===== config.mk =====
export PLATFORM = sky130hd
export DESIGN_NAME = button_press_event_detector
export DESIGN_NICKNAME = d
export VERILOG_FILES = /design/src/rtl/bped_pkg.sv /design/src/rtl/bped_csr.sv /design/src/rtl/bped_core.sv /design/src/rtl/button_press_event_detector.sv
export SDC_FILE = /design/constraint.sdc
export NUM_CORES = 1
export LEC_CHECK = 0
export BUFFER_PORTS_ARGS = -buffer_cell sky130_fd_sc_hd__buf_2
export CAP_MARGIN = 20
export CELL_PAD_IN_SITES_DETAIL_PLACEMENT = 1
export CELL_PAD_IN_SITES_GLOBAL_PLACEMENT = 1
export CORE_UTILIZATION = 55
export DETAILED_ROUTE_END_ITERATION = 16
export GPL_TIMING_DRIVEN = 0
export PLACE_DENSITY_LB_ADDON = 0.1
export SYNTH_ARGS = -nofsm -noshare
export SYNTH_HDL_FRONTEND = slang
export SYNTH_SLANG_ARGS = --single-unit
export TNS_END_PERCENT = 1

===== constraint.sdc =====
create_clock -name clock -period 10.7 [get_ports clock]
set_input_delay 1.07 -clock clock [delete_from_list [all_inputs] [get_ports clock]]
set_output_delay 1.07 -clock clock [all_outputs]
set_load 0.05 [all_outputs]

===== src/rtl/bped_pkg.sv =====
`timescale 1ns / 1ps
`default_nettype none

package bped_pkg;

   // Number of buttons tracked by the state file and the width of a button index.
   localparam int NUM_BUTTONS = 8;
   localparam int BTN_IDX_W   = 3;
   localparam int COUNT_W     = 16;
   localparam int BCOUNT_W    = 4;
   localparam int CSR_IDX_W   = 3;
   localparam int CSR_DATA_W  = 16;

   localparam logic [COUNT_W-1:0] COUNT_MAX = {COUNT_W{1'b1}};

   // Event codes reported per button.
   typedef enum logic [2:0] {
      EV_NONE       = 3'd0,
      EV_CLICK_DOWN = 3'd1,
      EV_HOLD       = 3'd2,
      EV_HOLD_CYCLE = 3'd3,
      EV_CLICK_UP   = 3'd4,
      EV_HOLD_UP    = 3'd5
   } btn_event_type;

   // Configuration register indexes.
   typedef enum logic [CSR_IDX_W-1:0] {
      CSR_BUTTON_COUNT     = 3'd0,
      CSR_PRESS_LEVEL_MASK = 3'd1,
      CSR_DOWN_TICKS       = 3'd2,
      CSR_HOLD_TICKS       = 3'd3,
      CSR_HOLD_CYCLE_TICKS = 3'd4
   } csr_index_type;

   // Current configuration, passed from the register block to the core.
   typedef struct packed {
      logic [BCOUNT_W-1:0]    button_count;
      logic [NUM_BUTTONS-1:0] press_level_mask;
      logic [COUNT_W-1:0]     down_ticks;
      logic [COUNT_W-1:0]     hold_ticks;
      logic [COUNT_W-1:0]     hold_cycle_ticks;
   } cfg_type;

   // One request: a scan sample of one button.
   typedef struct packed {
      logic [BTN_IDX_W-1:0] button_index;
      logic                 pin_level;
   } req_type;

   // One result.
   typedef struct packed {
      btn_event_type        button_event;
      logic                 notify;
      logic [BTN_IDX_W-1:0] echo_index;
   } rsp_type;

endpackage

`default_nettype wire


===== src/rtl/bped_csr.sv =====
`timescale 1ns / 1ps
`default_nettype none

module bped_csr
   import bped_pkg::*;
(
   input  wire logic                  clock,
   input  wire logic                  reset,
   input  wire logic                  csr_valid,
   output logic                       csr_ready,
   input  wire logic [CSR_IDX_W-1:0]  csr_index,
   input  wire logic [CSR_DATA_W-1:0] csr_data,
   output cfg_type                    cfg
);

   cfg_type cfg_ff;
   cfg_type cfg_in;

   // Writes are always accepted.
   assign csr_ready = 1'b1;

   // Register write decode; indexes beyond the list are dropped.
   always_comb begin
      cfg_in = cfg_ff;
      if (csr_valid) begin
         unique case (csr_index_type'(csr_index))
            CSR_BUTTON_COUNT:     cfg_in.button_count     = csr_data[BCOUNT_W-1:0];
            CSR_PRESS_LEVEL_MASK: cfg_in.press_level_mask = csr_data[NUM_BUTTONS-1:0];
            CSR_DOWN_TICKS:       cfg_in.down_ticks       = csr_data[COUNT_W-1:0];
            CSR_HOLD_TICKS:       cfg_in.hold_ticks       = csr_data[COUNT_W-1:0];
            CSR_HOLD_CYCLE_TICKS: cfg_in.hold_cycle_ticks = csr_data[COUNT_W-1:0];
            default: ;
         endcase
      end
   end

   always_ff @(posedge clock) begin
      if (reset) begin
         cfg_ff.button_count     <= '0;
         cfg_ff.press_level_mask <= '0;
         cfg_ff.down_ticks       <= COUNT_W'(3);
         cfg_ff.hold_ticks       <= COUNT_W'(100);
         cfg_ff.hold_cycle_ticks <= '0;
      end else begin
         cfg_ff <= cfg_in;
      end
   end

   assign cfg = cfg_ff;

endmodule

`default_nettype wire


===== src/rtl/bped_core.sv =====
`timescale 1ns / 1ps
`default_nettype none

module bped_core
   import bped_pkg::*;
(
   input  wire logic    clock,
   input  wire logic    reset,
   input  wire cfg_type cfg,
   input  wire logic    step_en,
   input  wire req_type item,
   output rsp_type      result
);

   // Per-button state file.
   logic [COUNT_W-1:0] press_count_ff  [NUM_BUTTONS];
   logic [COUNT_W-1:0] cycle_phase_ff  [NUM_BUTTONS];
   logic               press_active_ff [NUM_BUTTONS];
   btn_event_type      last_event_ff   [NUM_BUTTONS];

   logic [COUNT_W-1:0] press_count_in;
   logic [COUNT_W-1:0] cycle_phase_in;
   logic               press_active_in;
   btn_event_type      last_event_in;

   logic [BTN_IDX_W-1:0] idx;
   logic                 registered;
   logic                 pressed;
   logic [COUNT_W-1:0]   old_count;
   logic [COUNT_W-1:0]   count_step;
   logic                 stepped;
   logic [COUNT_W:0]     phase_inc;
   logic                 notify;

   assign idx        = item.button_index;
   assign registered = {1'b0, idx} < cfg.button_count;
   assign pressed    = item.pin_level == cfg.press_level_mask[idx];
   assign old_count  = press_count_ff[idx];
   assign stepped    = old_count != COUNT_MAX;
   assign count_step = old_count + COUNT_W'(stepped);
   assign phase_inc  = {1'b0, cycle_phase_ff[idx]} + (COUNT_W+1)'(1);

   // Next state of the addressed button and the notify flag.
   always_comb begin
      press_count_in  = old_count;
      cycle_phase_in  = cycle_phase_ff[idx];
      press_active_in = press_active_ff[idx];
      last_event_in   = last_event_ff[idx];
      notify          = 1'b0;
      if (pressed) begin
         press_count_in = count_step;
         if (cfg.hold_cycle_ticks == '0) begin
            cycle_phase_in = '0;
         end else if (phase_inc >= {1'b0, cfg.hold_cycle_ticks}) begin
            cycle_phase_in = '0;
         end else begin
            cycle_phase_in = phase_inc[COUNT_W-1:0];
         end
         if (stepped && count_step == cfg.down_ticks) begin
            press_active_in = 1'b1;
            last_event_in   = EV_CLICK_DOWN;
            notify          = 1'b1;
         end else if (stepped && count_step == cfg.hold_ticks) begin
            press_active_in = 1'b1;
            last_event_in   = EV_HOLD;
            notify          = 1'b1;
         end else if (count_step > cfg.hold_ticks) begin
            last_event_in = EV_HOLD_CYCLE;
            notify        = (cfg.hold_cycle_ticks != '0) && (cycle_phase_in == '0);
         end
      end else begin
         press_count_in = '0;
         cycle_phase_in = '0;
         if (press_active_ff[idx]) begin
            if (old_count >= cfg.down_ticks && old_count < cfg.hold_ticks) begin
               last_event_in = EV_CLICK_UP;
               notify        = 1'b1;
            end else if (old_count >= cfg.hold_ticks) begin
               last_event_in = EV_HOLD_UP;
               notify        = 1'b1;
            end
            press_active_in = 1'b0;
         end
      end
   end

   // Result of this sample; an unregistered button reports nothing.
   always_comb begin
      result.echo_index = idx;
      if (registered) begin
         result.button_event = last_event_in;
         result.notify       = notify;
      end else begin
         result.button_event = EV_NONE;
         result.notify       = 1'b0;
      end
   end

   // State write-back for registered buttons.
   always_ff @(posedge clock) begin
      if (reset) begin
         for (int i = 0; i < NUM_BUTTONS; i++) begin
            press_count_ff[i]  <= '0;
            cycle_phase_ff[i]  <= '0;
            press_active_ff[i] <= 1'b0;
            last_event_ff[i]   <= EV_NONE;
         end
      end else if (step_en && registered) begin
         press_count_ff[idx]  <= press_count_in;
         cycle_phase_ff[idx]  <= cycle_phase_in;
         press_active_ff[idx] <= press_active_in;
         last_event_ff[idx]   <= last_event_in;
      end
   end

endmodule

`default_nettype wire


===== src/rtl/button_press_event_detector.sv =====
`timescale 1ns / 1ps
`default_nettype none

// Button click and hold event detector. Each request carries one scan sample of
// one button's pin; each request gives exactly one response with the button's
// current event, a notify flag and the echoed index. A request passes an input
// register and then the per-button read, modify and write logic into the
// response register, so one request is accepted every clock cycle while the
// response side is not stalled. Samples for the same button may follow each
// other back to back, since the state file is written in the same cycle that
// the response register loads. Configuration writes should be made while no
// request is in flight.
module button_press_event_detector
   import bped_pkg::*;
(
   input  wire logic                  clock,
   input  wire logic                  reset,
   input  wire logic                  req_valid,
   output logic                       req_ready,
   input  wire req_type               req_data,
   output logic                       rsp_valid,
   input  wire logic                  rsp_ready,
   output rsp_type                    rsp_data,
   input  wire logic                  csr_valid,
   output logic                       csr_ready,
   input  wire logic [CSR_IDX_W-1:0]  csr_index,
   input  wire logic [CSR_DATA_W-1:0] csr_data
);

   cfg_type cfg;

   logic    s1_valid_ff;
   logic    s1_valid_in;
   req_type s1_data_ff;
   logic    rsp_valid_ff;
   logic    rsp_valid_in;
   rsp_type rsp_data_ff;
   rsp_type core_result;
   logic    advance;
   logic    req_fire;

   bped_csr u_csr (
      .clock     (clock),
      .reset     (reset),
      .csr_valid (csr_valid),
      .csr_ready (csr_ready),
      .csr_index (csr_index),
      .csr_data  (csr_data),
      .cfg       (cfg)
   );

   bped_core u_core (
      .clock   (clock),
      .reset   (reset),
      .cfg     (cfg),
      .step_en (advance),
      .item    (s1_data_ff),
      .result  (core_result)
   );

   // Pipeline flow: the input stage moves on when the response register is free.
   assign advance   = s1_valid_ff && (!rsp_valid_ff || rsp_ready);
   assign req_ready = !s1_valid_ff || advance;
   assign req_fire  = req_valid && req_ready;

   always_comb begin
      if (req_fire) begin
         s1_valid_in = 1'b1;
      end else if (advance) begin
         s1_valid_in = 1'b0;
      end else begin
         s1_valid_in = s1_valid_ff;
      end
      if (advance) begin
         rsp_valid_in = 1'b1;
      end else if (rsp_ready) begin
         rsp_valid_in = 1'b0;
      end else begin
         rsp_valid_in = rsp_valid_ff;
      end
   end

   always_ff @(posedge clock) begin
      if (reset) begin
         s1_valid_ff  <= 1'b0;
         rsp_valid_ff <= 1'b0;
      end else begin
         s1_valid_ff  <= s1_valid_in;
         rsp_valid_ff <= rsp_valid_in;
      end
   end

   // Payload registers.
   always_ff @(posedge clock) begin
      if (req_fire) begin
         s1_data_ff <= req_data;
      end
      if (advance) begin
         rsp_data_ff <= core_result;
      end
   end

   assign rsp_valid = rsp_valid_ff;
   assign rsp_data  = rsp_data_ff;

endmodule

`default_nettype wire


==> results of run 1 <==
-- area by class of cell --
cell class | instances | area, µm²
flip-flops and latches | 364 | 10300
fillers | 3395 | 12600
repair buffers | 45 | 369
clock buffers | 54 | 1080
inverters | 70 | 263
well taps | 448 | 561
plain buffers | 78 | 488
multi-input cells | 1067 | 7650
clock inverters | 18 | 143
-- path summary, 6_finish.rpt --
| path | cells after the start | start | end |
|---|---|---|---|
| min reg2reg | 2 | u_csr.cfg[48] | u_csr.cfg[48] |
| min | 2 | u_csr.cfg[48] | u_csr.cfg[48] |
| max reg2reg | 25 | flop | u_core.last_event_ff[1][2] |
| max | 25 | flop | u_core.last_event_ff[1][2] |
-- metrics by stage --
step	utilization (%)	instance area, µm²
after global routing	62.3	20800
final	62.3	20800
after detailed placement	58.6	19600
after CTS	62.3	20800
after global placement	58.0	19400
after floorplan	-	18700
-- power by group through the flow --
stage | Clock (µW) | Sequential [µW] | Combinational [µW]
6_report | 1310 | 1600 | 570
5_1_grt | 1370 | 1610 | 604
4_1_cts | 1320 | 1600 | 559
3_5_place_dp | 0 | 1630 | 552
3_3_place_gp | 0 | 1630 | 523
2_1_floorplan | 0 | 1630 | 365
-- registers in the layout (all words and copies together), names as in the netlist, named ones only --
signal                  count
rsp_data                    7
rsp_valid                   1
s1_data_ff                  4
s1_valid_ff                 1
u_core.cycle_phase_ff     128
u_core.last_event_ff       24
u_core.press_active_ff      8
u_core.press_count_ff     128
u_csr.cfg                  60
-- cell usage in the layout, fill, tap and decap left out, types with 6 or more instances in the layout --
| cell type | synthesis | routed |
|---|---|---|
| nor2b_1 | 16 | 16 |
| ha_1 | 69 | 69 |
| xnor2_1 | 24 | 24 |
| and3_1 | 7 | 7 |
| inv_1 | 70 | 70 |
| and2_1 | 6 | 6 |
| mux2i_1 | 35 | 35 |
| a21oi_1 | 69 | 69 |
| clkinv_1 | 0 | 7 |
| nand2b_1 | 18 | 10 |
| nand3_1 | 30 | 30 |
| o211ai_1 | 8 | 8 |
| clkbuf_16 | 0 | 40 |
| nor3_1 | 28 | 28 |
| a21o_1 | 18 | 18 |
| xor2_1 | 18 | 18 |
| buf_2 | 4 | 39 |
| nor2_1 | 304 | 304 |
| o21a_1 | 6 | 6 |
| nand2_2 | 10 | 10 |
| clkbuf_1 | 47 | 58 |
| dfxtp_1 | 65 | 65 |
| nand4_1 | 22 | 22 |
| mux2_2 | 15 | 15 |
| nand2_1 | 182 | 182 |
| nand2b_2 | 0 | 8 |
| mux4_2 | 73 | 73 |
| buf_6 | 14 | 15 |
| o21ai_0 | 16 | 16 |
| buf_4 | 8 | 9 |
| nand3b_1 | 9 | 9 |
| edfxtp_1 | 299 | 299 |
| nor4_1 | 7 | 7 |
| buf_12 | 2 | 8 |
| mux4_1 | 6 | 6 |
-- cells by family after synthesis --
kind of cell               count (synthesis)  share of synthesized area [%]
DFF                                      364                           55.1
adders and majority gates                 69                           4.63
muxes                                    130                           12.5
and+or+nand+nor                          662                           15.6
buffers and inverters                    148                           4.02
AOI/OAI and AO/OA                        158                           5.58
other                                      1                         0.0201
xor gates and xnor gates                  47                           2.54
-- synth_stat cells (all sizes together), types with 16 or more instances --
cell type	number
nand2b	18
buf	31
nand3	30
inv	70
nand4	22
dfxtp	65
nor2b	16
xor2	18
o21ai	17
mux4	79
a21o	18
clkbuf	47
nand2	192
a21oi	69
edfxtp	299
mux2i	36
nor2	304
nor3	29
ha	69
xnor2	25
-- critical path: stages, from the launching register on --
cell      delay, ns
dfxtp_1        0.32
buf_6          0.20
buf_6          0.24
mux4_2         0.54
mux2i_1        0.75
nor2_1         0.16
nand3_1        0.12
or3b_2         0.16
ha_1           0.21
ha_1           0.23
nand4b_1       0.19
a22oi_2        0.47
nand3_1        0.25
xor2_1         0.64
inv_1          0.11
ha_1           0.32
nand4_1        0.08
or2_2          0.33
nor3_1         0.57
nor2_1         0.11
o211ai_1       0.23
o211ai_1       0.27
or2_2          0.35
o32a_1         0.28
buf_2          0.22
nor2_1         0.15
-- layer usage --
layer	track usage (%)	vias to the layer above
li1	-	5902
met1	47.4	6971
met2	58.3	722
met3	6.27	165
met4	15.4	0
met5	0	-
==> flow_metrics.py, run 1 <==
metrics = {
    "status": {
        "status": "complete, no violations",
    },
    "pwr": {
        "p_total_uw": 3490,
        "p_clk_share_pct": 37.7,
        "leakage_uw": 0.00744,
        "power_switching_uw": 957,
        "ir_drop_v": 0.000141,
        "sw_frac_of_total_pct": 27.4,
        "combPwrFrac_pct": 16.3,
        "intPower_uw": 2530,
        "seqPwrFrac_pct": 46.0,
        "powerDensity_nw_per_um2": 167,
    },
    "floorplan": {
        "dieHeight_um": 186,
        "fp-row-count": 67,
        "start_util_pct": 55.8,
        "dieArea_um2": 34700,
        "die_w_um": 186,
        "coreArea_um2": 33400,
        "io_pins": 38,
    },
    "global_route": {
        "grt_max_degree": 30,
        "grt_pass1_wl_mm": 88.8,
        "grt_pass1_vias": 14300,
        "grtUsageTotal_pct": 35.8,
        "antenna_found_initial": 0,
        "grt-ovfl-total": 0,
    },
    "logic_synthesis": {
        "synth_top_area_share_pct": 48.1,
        "ys_types": 75,
        "ys_warn_count": 0,
        "synth_top_flop_cell": "edfxtp_1",
        "synth-seq-area-share_pct": 55.1,
        "synth-edff-count": 299,
        "synth_seq_cells": 364,
        "postSynthCellCount": 1579,
        "syn_nets": 1676,
        "synth_area_um2": 18700,
        "yosys-top-cells-area": "edfxtp_1, mux4_2, dfxtp_1",
        "synth_top_area_cell": "edfxtp_1",
        "syn_avg_cell_area_um2": 11.8,
        "synthArstFlopShare_pct": 0,
    },
    "clocking": {
        "clock_path_buffers": 3,
        "h-tree-depth": 2,
        "cts_setup_buffers": 0,
        "cts_hold_buf": 0,
        "cts_tree": "done",
        "clockRootBuffer": "clkbuf_16",
        "clk_pin_slew_ns": 0.06,
        "clock-sinks": 364,
        "clk_latency_ns": 0.56,
        "ctsResizeCount": 0,
        "cts_buffers": 40,
    },
    "flow_run": {
        "max_cap_viol_count": 0,
    },
    "sta": {
        "clock.fmax_mhz": 130,
        "rsz0062_at_grt": "no",
        "layout_setup_ws_ns": 3.03,
        "holdWs_ns": 0.459,
        "setup_viol": 0,
        "clock_skew_ns": 0.0223,
        "final.min_clock_period_ns": 7.67,
        "fin_crit_sh_pct": 71.7,
        "final-hold-violation-count": 0,
        "tightest_slew_ns": 0.930,
        "max_slew_margin_pct": 36.2,
        "report.final.slew_viol_count": 0,
        "finalSetupTns_ns": 0,
    },
    "placement": {
        "gp_congestion": 0.936,
        "dp_hpwl_mm": 42.6,
        "place_ws_ns": 3.03,
        "dp_cells": 2071,
        "portBuffers": 35,
    },
    "setup_path": {
        "worst_setup_path_end_kind": "flop",
        "critPathMaxFanout": 10,
        "rrSetupSlack_ns": 3.03,
        "crit_required_ns": 11.09,
        "path_class": "flop to flop",
        "start_kind": "flop",
        "critPathArrivalTime_ns": 8.06,
    },
    "finish": {
        "antenna_cells": 0,
        "nNetsFinal": 1763,
        "fin_cells": 2144,
        "areaGrowthSynthToFinish_pct": 11.7,
        "drive_gt1_share_pct": 14.7,
    },
    "worst_hold_path": {
        "hold_path_class": "flop to flop",
    },
    "routing": {
        "wl_met3_mm": 5.25,
        "route.detailed.drc": 0,
        "ant_nets": 0,
        "routed_wl_mm": 60.4,
        "wl_met2_mm": 28.7,
        "dr.pass1.iters": 5,
        "wl_per_cell_um": 28.2,
        "via_per_inst": 6.42,
        "highest_layer": "met4",
        "via_count": 13800,
        "met1_length_mm": 23.9,
        "drtIter0Drc": 1390,
    },
}
(Power assumes the default switching activity.)
==> run 2: changes to the inputs <==
- CORE_UTILIZATION: 55 -> 47
- clock period: 10.7 -> 6.95 ns (I/O delays scaled with it)
==> flow_metrics.py, run 2 (same netlist as run 1, synthesis figures left out) <==
metrics = {
    "status": {
        "status": "complete, no violations",
    },
    "sta": {
        "setup_viol": 0,
        "final.min_clock_period_ns": 6.63,
        "max_slew_margin_pct": 35.4,
        "clock_skew_ns": 0.0285,
        "rsz0062_at_grt": "no",
        "final-hold-violation-count": 0,
        "clock.fmax_mhz": 151,
        "report.final.slew_viol_count": 0,
        "fin_crit_sh_pct": 95.5,
        "tightest_slew_ns": 0.963,
        "holdWs_ns": 0.300,
    },
    "routing": {
        "route.detailed.drc": 0,
        "ant_nets": 0,
        "drtIter0Drc": 1134,
        "via_count": 13600,
        "via_per_inst": 6.12,
        "dr.pass1.iters": 5,
        "routed_wl_mm": 60.3,
        "wl_per_cell_um": 27.2,
    },
    "finish": {
        "fin_cells": 2214,
        "areaGrowthSynthToFinish_pct": 12.9,
        "layout_common_cells": "nor2_1, edfxtp_1, nand2_1, mux4_2, inv_1",
        "fillers": 4084,
        "antenna_cells": 0,
        "nNetsFinal": 1763,
        "seqCellArea_um2": 10300,
        "multi_input_area_um2": 7740,
        "layout_commonest_cell": "nor2_1",
        "drive_gt1_share_pct": 15.6,
    },
    "pwr": {
        "p_clk_share_pct": 39.1,
        "leakage_uw": 0.00749,
        "sw_frac_of_total_pct": 27.8,
        "seqPwrFrac_pct": 44.9,
        "combPwrFrac_pct": 16.0,
        "intPower_uw": 3960,
        "powerDensity_nw_per_um2": 260,
        "power_switching_uw": 1530,
        "ir_drop_v": 0.000181,
    },
    "floorplan": {
        "start_util_pct": 48.0,
        "fp-row-count": 72,
        "die_w_um": 201,
        "dieArea_um2": 40500,
        "dieHeight_um": 201,
        "coreArea_um2": 38900,
        "io_pins": 38,
    },
    "global_route": {
        "grtUsageTotal_pct": 30.2,
        "grt_pass1_vias": 14000,
        "grt_pass1_wl_mm": 89.5,
        "antenna_found_initial": 0,
        "grt_max_degree": 26,
        "grt-ovfl-total": 0,
    },
    "setup_path": {
        "crit_required_ns": 7.39,
        "worst_setup_path_end_kind": "flop",
        "critPathMaxFanout": 10,
        "start_kind": "flop",
        "critPathArrivalTime_ns": 7.07,
        "path_class": "flop to flop",
    },
    "clocking": {
        "clock-sinks": 364,
        "clk_pin_slew_ns": 0.06,
        "cts_tree": "done",
        "clockRootBuffer": "clkbuf_16",
        "cts_hold_buf": 0,
        "clk_latency_ns": 0.59,
        "h-tree-depth": 2,
        "cts_buffers": 41,
        "clock_path_buffers": 3,
    },
    "placement": {
        "portBuffers": 35,
        "dp_cells": 2140,
        "gp_congestion": 0.873,
        "dp_hpwl_mm": 42.1,
    },
    "flow_run": {
        "max_cap_viol_count": 0,
    },
    "worst_hold_path": {
        "hold_path_class": "input port to flop",
    },
}
==> run 2: changes by cell type in the layout (fill, tap and decap cells not counted), sizes merged <==
cell      before  now
inv           74   77
clkbuf       101  100
clkinvlp       0    1
clkinv        13   10
==> run 2: worst max-delay path: stages, from the launching register on <==
cell      delay, ns
dfxtp_1        0.50
buf_6          0.27
mux4_2         0.53
mux2i_1        0.31
inv_1          0.22
nand3_1        0.27
or3b_2         0.22
ha_1           0.21
ha_1           0.24
nand4b_1       0.21
a22oi_2        0.30
buf_4          0.21
nand3_1        0.17
xnor2_1        0.19
inv_1          0.11
ha_1           0.33
nand4_1        0.09
or2_2          0.34
nor3_4         0.29
nor2_1         0.07
o211ai_1       0.20
o211ai_1       0.25
or2_2          0.34
o32a_1         0.28
buf_2          0.22
nor2_1         0.13
==> run 2: layout make-up <==
class	count	area share [%]
clock inverter	19	0.778
sequential	364	48.8
buffer	77	2.30
inverter	70	1.25
multi-input combinational	1067	36.7
tap	518	3.08
timing repair buffer	45	1.70
clock buffer	54	5.39
==> run 2: final timing paths <==
| path | slack (ns) | to | depth (start not counted) | from |
|---|---|---|---|---|
| setup / recovery | 0.32 | u_core.last_event_ff[5][2] | 25 | flop |
| hold / removal | 0.30 | s1_data_ff[0] | 1 | req_data[0] |
| setup reg to reg | 0.32 | u_core.last_event_ff[5][2] | 25 | flop |
| hold reg to reg | 0.46 | u_csr.cfg[20] | 2 | u_csr.cfg[20] |
==> run 2: routing by layer <==
metal / up-vias / global-route usage, % / routed length, µm
li1: 5884 / - / -
met1: 7034 / 42.4 / 26000
met2: 535 / 48.6 / 28300
met3: 104 / 4.92 / 4340
met4: 0 / 8.66 / 1640
met5: - / 0 / 0
==> run 2: metrics by stage <==
step / total power (µW) / setup TNS, ns / worst slack [ns] / util [%] / instance area [µm²]
floorplan: 3070 / 0 / 1.52 / - / 18700
global placement: 3330 / -12.02 / -0.697 / 50.1 / 19500
detailed placement: 3360 / -18.26 / -0.908 / 50.6 / 19700
CTS: 5500 / 0 / 0.248 / 54.1 / 21000
global route: 5640 / 0 / 0.0413 / 54.1 / 21100
finish: 5480 / 0 / 0.315 / 54.1 / 21100
==> run 2: power groups by stage <==
stage	clock network [µW]	registers, µW	logic (µW)
detailed placement	0	2510	855
global placement	0	2510	818
CTS	2170	2460	866
floorplan	0	2500	563
finish	2140	2460	878
global route	2230	2470	938
==> run 2: repair_timing <==
action                     CTS  global route
setup endpoints to repair   28            27
setup buffers                1             1
resized for setup            7             4
pin swaps                    1             1
